**src/hdl/fdr_div.sv**
```systemverilog
module fdr_div #(
  parameter int DW    = 16,
  parameter int STEPS = 30,
  parameter int SW    = 1
) (
  input  logic             clk,
  input  logic             rst,
  input  logic             in_valid,
  input  logic [DW-1:0]    rem0,
  input  logic [STEPS-1:0] low,
  input  logic [DW-1:0]    den,
  input  logic [SW-1:0]    in_side,
  output logic             out_valid,
  output logic [STEPS-1:0] quot,
  output logic [SW-1:0]    out_side
);

  logic [DW-1:0]    rem_q [0:STEPS];
  logic [STEPS-1:0] q_q   [0:STEPS];
  logic [STEPS-1:0] low_q [0:STEPS];
  logic [DW-1:0]    den_q [0:STEPS];
  logic [SW-1:0]    side_q[0:STEPS];
  logic             valid_q[0:STEPS];
  logic [DW:0]      sh    [0:STEPS-1];

  always_comb begin
    for (int s = 0; s < STEPS; s++) begin
      sh[s] = {rem_q[s], low_q[s][STEPS-1-s]};
    end
  end

  always_ff @(posedge clk) begin
    if (rst) begin
      for (int s = 0; s <= STEPS; s++) valid_q[s] <= 1'b0;
    end else begin
      valid_q[0] <= in_valid;
      for (int s = 0; s < STEPS; s++) valid_q[s+1] <= valid_q[s];
    end
  end

  // restoring division, one quotient bit per stage
  always_ff @(posedge clk) begin
    rem_q[0]  <= rem0;
    q_q[0]    <= '0;
    low_q[0]  <= low;
    den_q[0]  <= den;
    side_q[0] <= in_side;
    for (int s = 0; s < STEPS; s++) begin
      low_q[s+1]  <= low_q[s];
      den_q[s+1]  <= den_q[s];
      side_q[s+1] <= side_q[s];
      if (sh[s] >= {1'b0, den_q[s]}) begin
        rem_q[s+1] <= DW'(sh[s] - {1'b0, den_q[s]});
        q_q[s+1]   <= {q_q[s][STEPS-2:0], 1'b1};
      end else begin
        rem_q[s+1] <= sh[s][DW-1:0];
        q_q[s+1]   <= {q_q[s][STEPS-2:0], 1'b0};
      end
    end
  end

  assign out_valid = valid_q[STEPS];
  assign quot      = q_q[STEPS];
  assign out_side  = side_q[STEPS];

endmodule

```
**config.mk**
```make
export PLATFORM = sky130hd
export DESIGN_NAME = fdr_div
export DESIGN_NICKNAME = d
export VERILOG_FILES = /design/src/hdl/fdr_div.sv
export SDC_FILE = /design/constraint.sdc
export NUM_CORES = 2
export LEC_CHECK = 0
export ABC_AREA = 0
export BUFFER_PORTS_ARGS = -buffer_cell sky130_fd_sc_hd__buf_2
export CAP_MARGIN = 20
export CORE_ASPECT_RATIO = 2
export CORE_MARGIN = 4
export CORE_UTILIZATION = 60
export CTS_BUF_LIST = sky130_fd_sc_hd__clkbuf_16
export DETAILED_ROUTE_END_ITERATION = 8
export GPL_TIMING_DRIVEN = 0
export PLACE_DENSITY = 0.76
export SYNTH_ARGS = -nofsm -noshare
export SYNTH_HDL_FRONTEND = slang
export SYNTH_SLANG_ARGS = --single-unit
```
**constraint.sdc**
```tcl
create_clock -name clk -period 5.09 [get_ports clk]
set_input_delay 1.018 -clock clk [delete_from_list [all_inputs] [get_ports clk]]
set_output_delay 1.018 -clock clk [all_outputs]
set_load 0.005 [all_outputs]
```
* After elaboration in Yosys (flattened, before gate mapping)
Memory sizes are Yosys's and may differ from the RTL's. Cells that the tools add are included.
Word-level totals: word-level logic and storage cells 341, RAM bits 2914, memories 6, register bits 0
Memories:
- low_q | words 31, width 30, read ports 30, clocked after memory_dff 0, wr ports 31, RTL line 20 | logic [STEPS-1:0] low_q [0:STEPS];
- q_q | words 31, width 30, read ports 31, clocked after memory_dff 0, wr ports 31, RTL line 19 | logic [STEPS-1:0] q_q [0:STEPS];
- den_q | words 31, width 16, read ports 30, clocked after memory_dff 0, wr ports 31, RTL line 21 | logic [DW-1:0] den_q [0:STEPS];
- rem_q | words 31, width 16, read ports 30, clocked after memory_dff 0, wr ports 31, RTL line 18 | logic [DW-1:0] rem_q [0:STEPS];
- side_q | words 31, width 1, read ports 31, clocked after memory_dff 0, wr ports 31, RTL line 22 | logic [SW-1:0] side_q[0:STEPS];
- valid_q | words 31, width 1, read ports 31, clocked after memory_dff 0, wr ports 31, RTL line 23 | logic valid_q[0:STEPS];
Operators by class: bitwise gates (word level) 91, multiplexer cells 184, order comparisons 30, add/sub/neg operators 30
Operators by type and width (count):
- 30-bit two-way mux | 30
- 17-bit by 16-bit >= comparator with 1-bit output | 30
- 16-bit two-way mux | 30
- 16-bit subtractor | 30
- 1-bit two-way mux | 124
- 1-bit bitwise OR | 91

* Depth between registers and ports, before layout
word-level depth 4, mapped depth 12, gate-level depth less buffers 11

* Worst setup path after synthesis
Ideal clock, no wire load.
kind reg-to-reg, start memory den_q[26][1], in the netlist den_q[6][33], end memory rem_q[27][8], in the netlist rem_q[1][184], clock period less this slack 2.837 ns, stages on the path, launching flop included 13, arrival time 2.716 ns, required time 4.969 ns, slack 2.253 ns, path through dfxtp_1 > inv_1 > ha_1 > nor2b_1 > o31a_1 > o31a_1 > o221a_4 > a31oi_4 > a31oi_1 > or3_1 > buf_6 > buf_12 > mux2_4
RTL lines (RTL line):
- start, declared | 21
- end, declared | 18

==> summary.md <==
| Metric | Value |
|---|---|
| Synth top area cells | dfxtp_1, ha_1, mux2_2 |
| Share of post-route cells with drive strength above 1 | a little under an eighth |
| Critical R2R Launch | den_q[0][33]$_DFF_P_ |
| Die height | just under 500 um |
| Placed Cells | 7673 |
| Wirelength per Cell | 18.5 um |
| Initial core utilization | 60.3% |
| Share of the synthesized area in the top cell type | 57.7% |
| CP max FO | 10 |
| Outcome | complete, no violations |
| CP required | 5.76 ns |
| Power Density | 732 nW/um2 |
| Skew final | 0.0239 ns |
| First-pass DRT Iterations | 7 |
| Number of global-route vias before repair | 46100 |
| Setup violators final | 0 |
| Worst setup SP type | flop |
| Max-slew violation count | 0 |
| Die X | 246 um |
| Sequential-to-total area share from yosys stat | 57.7% |
| Cell area after synthesis | 67800 um2 |
| Cell count after synthesis | 6079 |
| Vias per cell | 5.45 |
| Hold Slack | 0.314 ns |
| CP arrival | 4.57 ns |
| Min-delay src | q_q[0][181]$_DFF_P_ |
| Boundary Pins | 98 |
| Post-synthesis register bit count | 1952 |
| Yosys warns | 0 |
| Routed WL | 147000 um |
| Post-CTS Setup Bufs | 0 |
| Port bufs | 97 |
| RR Endpoint | rem_q[0][58]$_DFF_P_ |
| Hold path cells | 0 |
| Clock Latency Late Sink | 0.78 ns |
| CP Class | reg -> reg |
| Hold path endpoint | q_q[0][212]$_DFF_P_ |
| FMAX | 257 MHz |
| DRT iter0 DRCs | 1800 |
| ANT nets after route | 0 |
| Num CTS Buffers | 158 |
| Number of H-tree levels | 4 |
| Endpoints failing hold | 0 |
| CTS tree | yes |
| GRT Resource Usage Total | between 20% and 30% |
| Clk sink count | 1952 |
| Hold crit path type | reg -> reg |
| Area growth syn-to-layout | 11.2% |
| Initial antenna violation count | 2 |
| # DRC | 0 |
| Synth cell types | 89 |
| First-pass GRT wire length | around 230000 um |
| R2R Setup Slk | 1.20 ns |
| Leak | 34.1 nW |
| Worst Reg-to-Reg Cells | 11 |
| RSZ-0062 raised after global routing | false |
| Post-DP HPWL | about 110000 um |
| Crit. End Element | flop |
| Slew @ Worst Pin | 1.04 ns |
| Syn Nets | 6654 |
| Main flop type after synthesis | dfxtp_1 |
| Syn avg cell area | 11.1 um2 |
| Grt total ovfl | 0 |
| Total die area | 119000 um2 |
| Cts hold-fix bufs | 0 |
| Largest net degree at the start of global routing | 20 |
| Post-CTS Resized | 0 |
| Final worst path period share | 76.5% |
| Root Driver | clkbuf_16 |
| Max cap viols | 0 |
| Placement Rows | 174 |
| Nets | 6914 |
| Placer congestion estimate | ~0.96 |
| Clock transition at path regs | 0.07 ns |
| Cell taking the most area after synthesis | dfxtp_1 |
| Minimum clock period | around 4 ns |
| Final std cells w/o fill | 7971 |
| Clock Path Buffers | 3 |
| Max IR drop VDD | ~0.46 mV |
| Post-synth ARST share | 0% |
| Setup_tns | 0 ns |
| Vias | 43400 |
| Core area | 112000 um2 |
| Post-synth EDFFs | 0 |
| Slew margin rel. | a little under a third |
## where the power goes
part	internal [mW]	switching [mW]
clock network	6.57	5.56
registers	19.5	1.89
logic	9.89	11.8
total	36.0	19.2
## critical path, stage by stage (launching register included)
cell and delay, ns:
dfxtp_1 0.37, inv_1 0.06, ha_1 0.30, nor2b_1 0.13, o21a_1 0.14, o21ai_0 0.15, a211oi_1 0.62, o211ai_1 0.32
a31oi_1 0.81, clkbuf_1 0.57, o21ai_0 0.18, o21a_1 0.14
## sequential cells by signal, indices dropped and copies added (netlist names)
signal and flops:
den_q 480, rem_q 480, low_q 465, q_q 465, side_q 31, valid_q 31
## layout by cell type (no fill, tap or decap), types with 32 or more instances in the layout
cell	synthesis	layout
clkbuf_1	35	35
o21ai_0	232	232
o21a_1	83	83
buf_2	11	109
nand4_1	61	61
o211ai_1	32	32
mux2i_1	41	41
nand3_1	82	82
clkbuf_16	0	159
nor3_1	87	87
xor2_1	118	118
nor2_1	390	390
or3_1	32	32
a21o_1	93	93
nor2b_1	110	110
and3_1	43	43
buf_4	35	36
a211oi_1	40	40
a21oi_1	337	337
nand2_1	210	210
inv_1	598	626
xnor2_1	213	213
a31oi_1	38	38
ha_1	480	480
mux2_2	259	259
nand2b_1	67	67
dfxtp_1	1952	1952
## per-stage QoR
step	power [mW]	util (%)	setup WS, ns	cell area [um2]
after floorplan	37.2	-	2.25	67800
after global placement	42.5	62.4	0.962	70100
after detailed placement	43.1	62.4	1.23	70100
after CTS	55.4	67.1	1.18	75400
after global routing	58.5	67.1	0.898	75400
final	55.2	67.1	1.20	75400
## kinds of logic (layout without fill, tap and decap cells)
family	after synthesis	after routing	share of synthesized area (%)
AOI/OAI and AO/OA	1093	1093	10.4
xor gates and xnor gates	331	331	4.28
adders and majority gates	509	509	9.72
buffers and inverters	689	1078	4.11
DFF	1952	1952	57.7
muxes	307	307	5.06
other	0	7	0
and+or+nand+nor	1198	1198	8.73
## cells in the mapped netlist, types with 35 or more instances
cell type and count:
dfxtp_1 1952, inv_1 598, ha_1 480, nor2_1 390, a21oi_1 337, mux2_2 259
o21ai_0 232, xnor2_1 213, nand2_1 210, xor2_1 118, nor2b_1 110, a21o_1 93
nor3_1 87, o21a_1 83, nand3_1 82, nand2b_1 67, nand4_1 61, and3_1 43
mux2i_1 41, a211oi_1 40, a31oi_1 38, buf_4 35, clkbuf_1 35
## routing by layer
layer | wire [um] | global-route usage (%)
met5 | 0 | 0
met2 | 86300 | 51.1
met3 | 4350 | 3.86
met1 | 41400 | 17.3
met4 | 15100 | 21.6
## worst max path at each step
stage | startpoint | to | slack (ns) | depth (start not counted)
after floorplan | den_q[6][33]$_DFF_P_ | rem_q[1][184]$_DFF_P_ | 2.25 | 12
after global placement | den_q[3][49]$_DFF_P_ | rem_q[1][10]$_DFF_P_ | 0.96 | 11
after detailed placement | den_q[3][49]$_DFF_P_ | rem_q[1][10]$_DFF_P_ | 1.23 | 11
after CTS | den_q[3][49]$_DFF_P_ | rem_q[1][10]$_DFF_P_ | 1.18 | 11
after global routing | den_q[0][33]$_DFF_P_ | rem_q[0][58]$_DFF_P_ | 0.90 | 11
final | den_q[0][33]$_DFF_P_ | rem_q[0][58]$_DFF_P_ | 1.20 | 11
## area by class of cell
| cell class | instances | area, um2 |
|---|---|---|
| clock buffers | 159 | 3980 |
| repair buffers | 100 | 503 |
| multi-input cells | 3438 | 25900 |
| diodes | 7 | 17.5 |
| flip-flops and latches | 1952 | 39100 |
| well taps | 1496 | 1870 |
| inverters | 598 | 2240 |
| clock inverters | 130 | 1240 |
| plain buffers | 91 | 541 |
| fillers | 8641 | 37000 |
Power figures use the tool's default switching activity.
