**config.mk**
```make
export PLATFORM = sky130hd
export DESIGN_NAME = fdr_isqrt
export DESIGN_NICKNAME = d
export VERILOG_FILES = /design/src/hdl/fdr_pkg.sv /design/src/hdl/fdr_isqrt.sv
export SDC_FILE = /design/constraint.sdc
export NUM_CORES = 2
export LEC_CHECK = 0
export BUFFER_PORTS_ARGS = -buffer_cell sky130_fd_sc_hd__buf_2
export CAP_MARGIN = 0
export CELL_PAD_IN_SITES_DETAIL_PLACEMENT = 2
export CELL_PAD_IN_SITES_GLOBAL_PLACEMENT = 2
export CORE_MARGIN = 1.5
export CORE_UTILIZATION = 41
export CTS_CLUSTER_DIAMETER = 150
export DETAILED_ROUTE_END_ITERATION = 10
export GPL_ROUTABILITY_DRIVEN = 1
export PLACE_DENSITY_LB_ADDON = 0.1
export SYNTH_ARGS = -nofsm -noshare
export SYNTH_HDL_FRONTEND = slang
export SYNTH_SLANG_ARGS = --single-unit
```
**constraint.sdc**
```tcl
create_clock -name clk -period 4.3 [get_ports clk]
set_clock_uncertainty 0.15 [all_clocks]
set_input_delay 0.215 -clock clk [delete_from_list [all_inputs] [get_ports clk]]
set_output_delay 0.215 -clock clk [all_outputs]
set_load 0.03 [all_outputs]
```
**src/hdl/fdr_pkg.sv**
```systemverilog
package fdr_pkg;

  localparam int WFRAC         = 30;
  localparam int COS_FRAC_BITS = 15;
  localparam int COS_W         = 16;
  localparam int ETA_W         = 16;
  localparam int REFL_W        = 16;
  localparam int ADDR_W        = 2;

  // Q30 operand widths
  localparam int CI_W   = WFRAC + 1;           // up to and including 1.0
  localparam int RAD_W  = 2 * WFRAC + 1;       // radicand up to 2^60
  localparam int PROD_W = ETA_W + CI_W;        // eta times a Q30 value
  localparam int SQRT_STEPS = WFRAC + 1;

  localparam logic [ADDR_W-1:0] REG_ETA_OUTSIDE = 2'd0;
  localparam logic [ADDR_W-1:0] REG_ETA_INSIDE  = 2'd1;

  localparam logic [ETA_W-1:0] ETA_OUTSIDE_RST = 16'd4096;
  localparam logic [ETA_W-1:0] ETA_INSIDE_RST  = 16'd6144;

  localparam logic [CI_W-1:0]  ONE_W  = CI_W'(1) << WFRAC;
  localparam logic [RAD_W-1:0] ONE_SQ = RAD_W'(1) << (2 * WFRAC);

  typedef struct packed {
    logic             tir;
    logic [CI_W-1:0]  ci;
    logic [ETA_W-1:0] ei;
    logic [ETA_W-1:0] et;
  } side_t;

endpackage

```
**src/hdl/fdr_isqrt.sv**
```systemverilog
module fdr_isqrt #(
  parameter int SW = 1
) (
  input  logic                             clk,
  input  logic                             rst,
  input  logic                             in_valid,
  input  logic [fdr_pkg::RAD_W-1:0]        rad,
  input  logic [SW-1:0]                    in_side,
  output logic                             out_valid,
  output logic [fdr_pkg::CI_W-1:0]         root,
  output logic [SW-1:0]                    out_side
);

  localparam int N  = fdr_pkg::SQRT_STEPS;
  localparam int RW = fdr_pkg::RAD_W + 1;

  logic [RW-1:0] v_q   [0:N];
  logic [RW-1:0] res_q [0:N];
  logic [SW-1:0] side_q[0:N];
  logic          valid_q[0:N];
  logic [RW-1:0] bitv  [0:N-1];
  logic [RW-1:0] trial [0:N-1];

  always_comb begin
    for (int s = 0; s < N; s++) begin
      bitv[s]  = RW'(1) << (2 * (N - 1 - s));
      trial[s] = res_q[s] + bitv[s];
    end
  end

  always_ff @(posedge clk) begin
    if (rst) begin
      for (int s = 0; s <= N; s++) valid_q[s] <= 1'b0;
    end else begin
      valid_q[0] <= in_valid;
      for (int s = 0; s < N; s++) valid_q[s+1] <= valid_q[s];
    end
  end

  // one root bit per stage, largest first
  always_ff @(posedge clk) begin
    v_q[0]    <= RW'(rad);
    res_q[0]  <= '0;
    side_q[0] <= in_side;
    for (int s = 0; s < N; s++) begin
      side_q[s+1] <= side_q[s];
      if (v_q[s] >= trial[s]) begin
        v_q[s+1]   <= v_q[s] - trial[s];
        res_q[s+1] <= (res_q[s] >> 1) + bitv[s];
      end else begin
        v_q[s+1]   <= v_q[s];
        res_q[s+1] <= res_q[s] >> 1;
      end
    end
  end

  assign out_valid = valid_q[N];
  assign root      = res_q[N][fdr_pkg::CI_W-1:0];
  assign out_side  = side_q[N];

endmodule

```
# After elaboration in Yosys (flattened, before gate mapping)
# Memory sizes are Yosys's and may differ from the RTL's.
# Cells that the tools add are included.
# classes
n_mux	190
n_lt_le_gt_ge	31
addsub	93
n_bitwise	94
# op_table
cell	count
2-to-1 mux 62 bit	62
greater-or-equal comparator 62 bit	31
subtractor 62 bit	31
2-to-1 mux 1 bit	128
bitwise OR 1 bit	94
adder 61 x 1 -> 62 bit (second input constant)	1
adder 61 x 11 -> 62 bit (second input constant)	1
adder 61 x 13 -> 62 bit (second input constant)	1
adder 61 x 15 -> 62 bit (second input constant)	1
adder 61 x 17 -> 62 bit (second input constant)	1
adder 61 x 19 -> 62 bit (second input constant)	1
adder 61 x 21 -> 62 bit (second input constant)	1
adder 61 x 23 -> 62 bit (second input constant)	1
adder 61 x 25 -> 62 bit (second input constant)	1
adder 61 x 27 -> 62 bit (second input constant)	1
adder 61 x 29 -> 62 bit (second input constant)	1
adder 61 x 3 -> 62 bit (second input constant)	1
adder 61 x 31 -> 62 bit (second input constant)	1
adder 61 x 33 -> 62 bit (second input constant)	1
adder 61 x 35 -> 62 bit (second input constant)	1
adder 61 x 37 -> 62 bit (second input constant)	1
adder 61 x 39 -> 62 bit (second input constant)	1
adder 61 x 41 -> 62 bit (second input constant)	1
adder 61 x 43 -> 62 bit (second input constant)	1
other kinds (43)	43
# word_totals
n_memories	4
out_inout_bits	33
wordCells	412
in_bits	65
ff_bits	0
mem_bits_rw	4032
# memory_table
memory	words	word_bits	read_ports	rd_clocked_by_memory_dff	wr	line	source
res_q	32	62	32	0	32	fdr_isqrt.sv:18	logic [RW-1:0] res_q [0:N];
v_q	32	62	31	0	32	fdr_isqrt.sv:17	logic [RW-1:0] v_q [0:N];
side_q	32	1	32	0	32	fdr_isqrt.sv:19	logic [SW-1:0] side_q[0:N];
valid_q	32	1	32	0	32	fdr_isqrt.sv:20	logic valid_q[0:N];

# Longest topological paths before layout
# An unclocked memory read counts as a cell.
# logic_depth
depth_word	6
depth_mapped	15
mapped_depth_nobuf	13

# Worst setup path before layout
# No wires, ideal clock.
# synth_timing
kind	register to register
start	mem v_q[13][44] in the netlist's numbering
end	mem v_q[13][91] in the netlist's numbering
slack_ns	0.808
stages_incl_launch_ff	10
t_required_ns	4.027
n_path_buf	1
synth_period_minus_slack_ns	3.492
setup_time_ns	0.123
arrival_ns	3.219
cell_sequence	dfxtp_1 > or4_1 > or4b_1 > or4b_1 > nor4_2 > nand2_1 > nor4_1 > o31ai_1 > buf_2 > mux2_1
# synth_lines
element	line
from (decl)	fdr_isqrt.sv:17

==> results by group <==
Run status
  – Status: finished with violations
  – Violated checks: setup timing

Synth
  – Yosys warnings: 0
  – Post-Synthesis Cells: between 9k and 10k
  – Number of library cell types mapped by synthesis: 92
  – Synthesis-stage register bit count: ~2.5k
  – Ys async rst share: 0%
  – Seq/Total Area, Yosys: a little over half
  – EDFF count, synth: 0
  – Mapped cell area: ~0.091 sq mm
  – Top_reg_cell synth: dfxtp_1
  – Syn avg cell area: roughly 10 sq um

Flow run
  – Max_cap viols: 0

Min path
  – Hold Startpoint: v_q[0][17]
  – Min-Delay Path Class: reg2reg

STA
  – # setup viols final: 2
  – Final Max Tran Viols: 0
  – PnR worst setup slack: -0.08279 ns
  – Period utilization: 101.9%
  – Worst-Margin Slew: between 1 and 1.5 ns
  – Slew headroom: about 17%
  – Fmax: 228.2 MHz
  – Final hold vios: 0
  – Min Tclk post-route: between 4 and 5 ns
  – Hold_ws: 0.1312 ns

Floorplanning
  – Die Y: approximately 470 microns
  – Ports: 98
  – Die area: 0.2255 sq mm
  – Std-Cell Core Area: roughly 0.22 sq mm
  – Initial cell density of the core: about two fifths
  – Die Width: 474.8 microns
  – Row cnt: 173

Critical path
  – Critical Path Max Stage Delay: around 0.53 ns
  – Crit Path Class: reg2reg
  – Crit path max fanout: 4
  – Slowest cell on the critical path: dfxtp_1
  – Critical Path AT: approximately 5.1 ns
  – Cell Chain, Critical Path: inv_1, ha_1, nor2b_1, o21ai_0, a21boi_0, o21ai_0, nand2b_1, a21oi_1, o21ai_0, nor2_1, nand2_1, xnor2_2
  – Crit path buffers/inverters: 1
  – Critical Path Source Type: flip-flop
  – Setup crit start: res_q[8][46]
  – R2r startpoint: res_q[8][46]
  – CP delay by family, top: compound AO/OA/AOI/OAI gates
  – Most frequent CP cell: o21ai_0
  – Critical Path End Type: flip-flop
  – Worst endpoint required time: 4.99 ns

Clocking
  – Sink Count: approximately 2.5k
  – CTS Buf Count: 286
  – Longest Clk Path Bufs: 4
  – Clock transition at path regs: approximately 0.070 ns
  – Cell chosen for the clock root: clkbuf_16
  – CTS tree: yes
  – Clk_lat worst skew: 1.00 ns
  – H-tree depth: 5
  – Post-CTS Setup Bufs: 0

Cells and area
  – Share of layout cells above drive strength 1: 8.593%
  – Number of nets in the layout: slightly above 10k
  – Most frequent cells in the layout: 2481 x dfxtp_1, 650 x inv_1, 607 x nor2_1
  – Final instance area: approximately 0.11 sq mm
  – Area Growth Syn to Fin: 16.76%
  – Commonest non-fill, non-tap cell in the layout: dfxtp_1

Routing
  – Met2 WL post-DR: 173800 microns
  – DR pass1 iterations: 5
  – Vias: approximately 70k
  – Initial DRC count: around 3.9k
  – Wire length on met3: about 12000 microns
  – Vias per cell: ~5.5
  – Post-Route M1 WL: between 100000 and 150000 microns
  – Residual DRC: 0
  – Total wire length: roughly 340000 microns
  – Routed WL per cell: approximately 27 microns
  – DRT antenna net count: 0
  – Max Used Layer: met5

Global routing
  – Largest net degree at the start of global routing: 56
  – Total GRT Usage: 30.04%
  – Global-route wire length before repair: 514300 microns
  – Initial antenna violation count: 29
  – Vias in the first global route: approximately 78k
  – Grt ovf: 0

Placed design
  – Dpl hpwl: about 230000 microns
  – RD Place Congestion: between 0.8 and 0.9
  – IO Port Bufs: just under 100
  – Cell Area, Placed: 0.09588 sq mm

Pwr
  – Pleak: roughly 0.048 uW
  – Cell area power density: slightly above 700 mW/mm^2
  – Peak supply drop: roughly 0.55 mV
## layer usage
metal / up-vias / track usage [%]
met4: 14 / 11.82
met5: - / 0
met1: 35430 / 36.17
li1: 32290 / -
met3: 769 / 3.804
met2: 1498 / 53.94
## layout make-up
cell class                      instances  area (sq um)
Timing Repair Buffer                  347          2736
Sequential cell                      2481         49670
Inverter                              655          2459
Clock inverter                         98          1162
Fill cell                           22610        115300
Antenna cell                            6         15.01
Clock buffer                          390          8134
Multi-Input combinational cell       5746         38680
Tap cell                             2975          3722
## where the power goes
group | internal (uW) | leakage [uW] | switching (uW) | total, uW
Combinational | 7020 | 0.0229 | 10500 | 17500
Clock | 14600 | 0.00458 | 10300 | 24900
Sequential | 27800 | 0.0208 | 5240 | 33100
## cells by family (layout without fill, tap and decap cells)
kind of cell               after synthesis  count (layout)  synth area share (%)
and+or+nand+nor                       2611            2611                 14.67
DFF                                   2481            2481                 54.41
AOI/OAI and AO/OA                     1717            1717                 11.53
buffers and inverters                  832            1490                 3.450
xor gates and xnor gates               817             817                 7.839
adders and majority gates              523             523                 7.169
muxes                                   76              76                0.9252
other                                    1               8              0.004108
## registers in the layout, indices dropped and copies added (netlist names)
signal   flops
v_q       1921
side_q      32
valid_q     32
res_q      496
## worst paths after layout
kind	cells past startpoint	endpoint	slack, ns
worst max register to register	12	v_q[4][122]	-0.08
worst min register to register	0	v_q[0][79]	0.13
worst min-delay path	0	v_q[0][79]	0.13
worst max-delay path	12	v_q[4][122]	-0.08
## timing repair
item / 4_1_cts / 5_1_grt
resized for setup: 0 / 20
hold buffers: 128 / 0
endpoints found under the setup margin: 0 / 82
endpoints found under the hold margin: 94 / 0
## synth_stat cells, types with 10 or more instances
cell type	instances	area, sq um
o21bai_1	41	307.8
or3_1	88	550.5
a31oi_1	45	281.5
and2_1	29	181.4
dfxtp_1	2481	49670
a41oi_1	10	87.58
nand4_1	123	769.5
o211ai_1	30	225.2
nand4b_1	16	140.1
nand2b_1	91	569.3
nor2b_1	101	631.9
and3_1	34	212.7
nand3_1	149	745.7
and4_1	13	113.9
o2111ai_1	11	96.34
o21a_1	105	788.3
a211oi_1	49	367.9
nand2_1	587	2203
a21boi_0	28	210.2
nand3b_1	32	240.2
inv_1	650	2440
buf_2	15	75.07
nor4b_1	53	464.2
clkbuf_1	152	570.6
ha_1	523	6544
nor3b_1	14	105.1
o41ai_1	11	96.34
a211o_1	14	122.6
o21ai_0	420	2102
o31ai_1	51	382.9
a21oi_1	589	2948
xnor2_1	411	3600
a21o_1	200	1501
a2111oi_0	10	87.58
xor2_1	406	3556
mux2_2	65	732.0
nor3_1	227	1136
a31o_2	13	113.9
or4_1	69	518.0
nor2_1	611	2293
or2_2	34	212.7
nor4_1	298	1864
## through the flow
step	cells	TNS (ns)	total power [uW]	worst slack [ns]	util [%]
5_1_grt	12690	-0.06765	78850	-0.03535	48.03
2_1_floorplan	9059	0	42450	0.8076	-
6_report	12700	-0.1565	75520	-0.08279	48.04
3_5_place_dp	12080	0	49750	0.06563	43.21
4_1_cts	12690	0	75000	0.01466	47.98
3_3_place_gp	12080	0	49000	0.2095	43.21
Note: power is estimated with default switching activity, not from simulation.
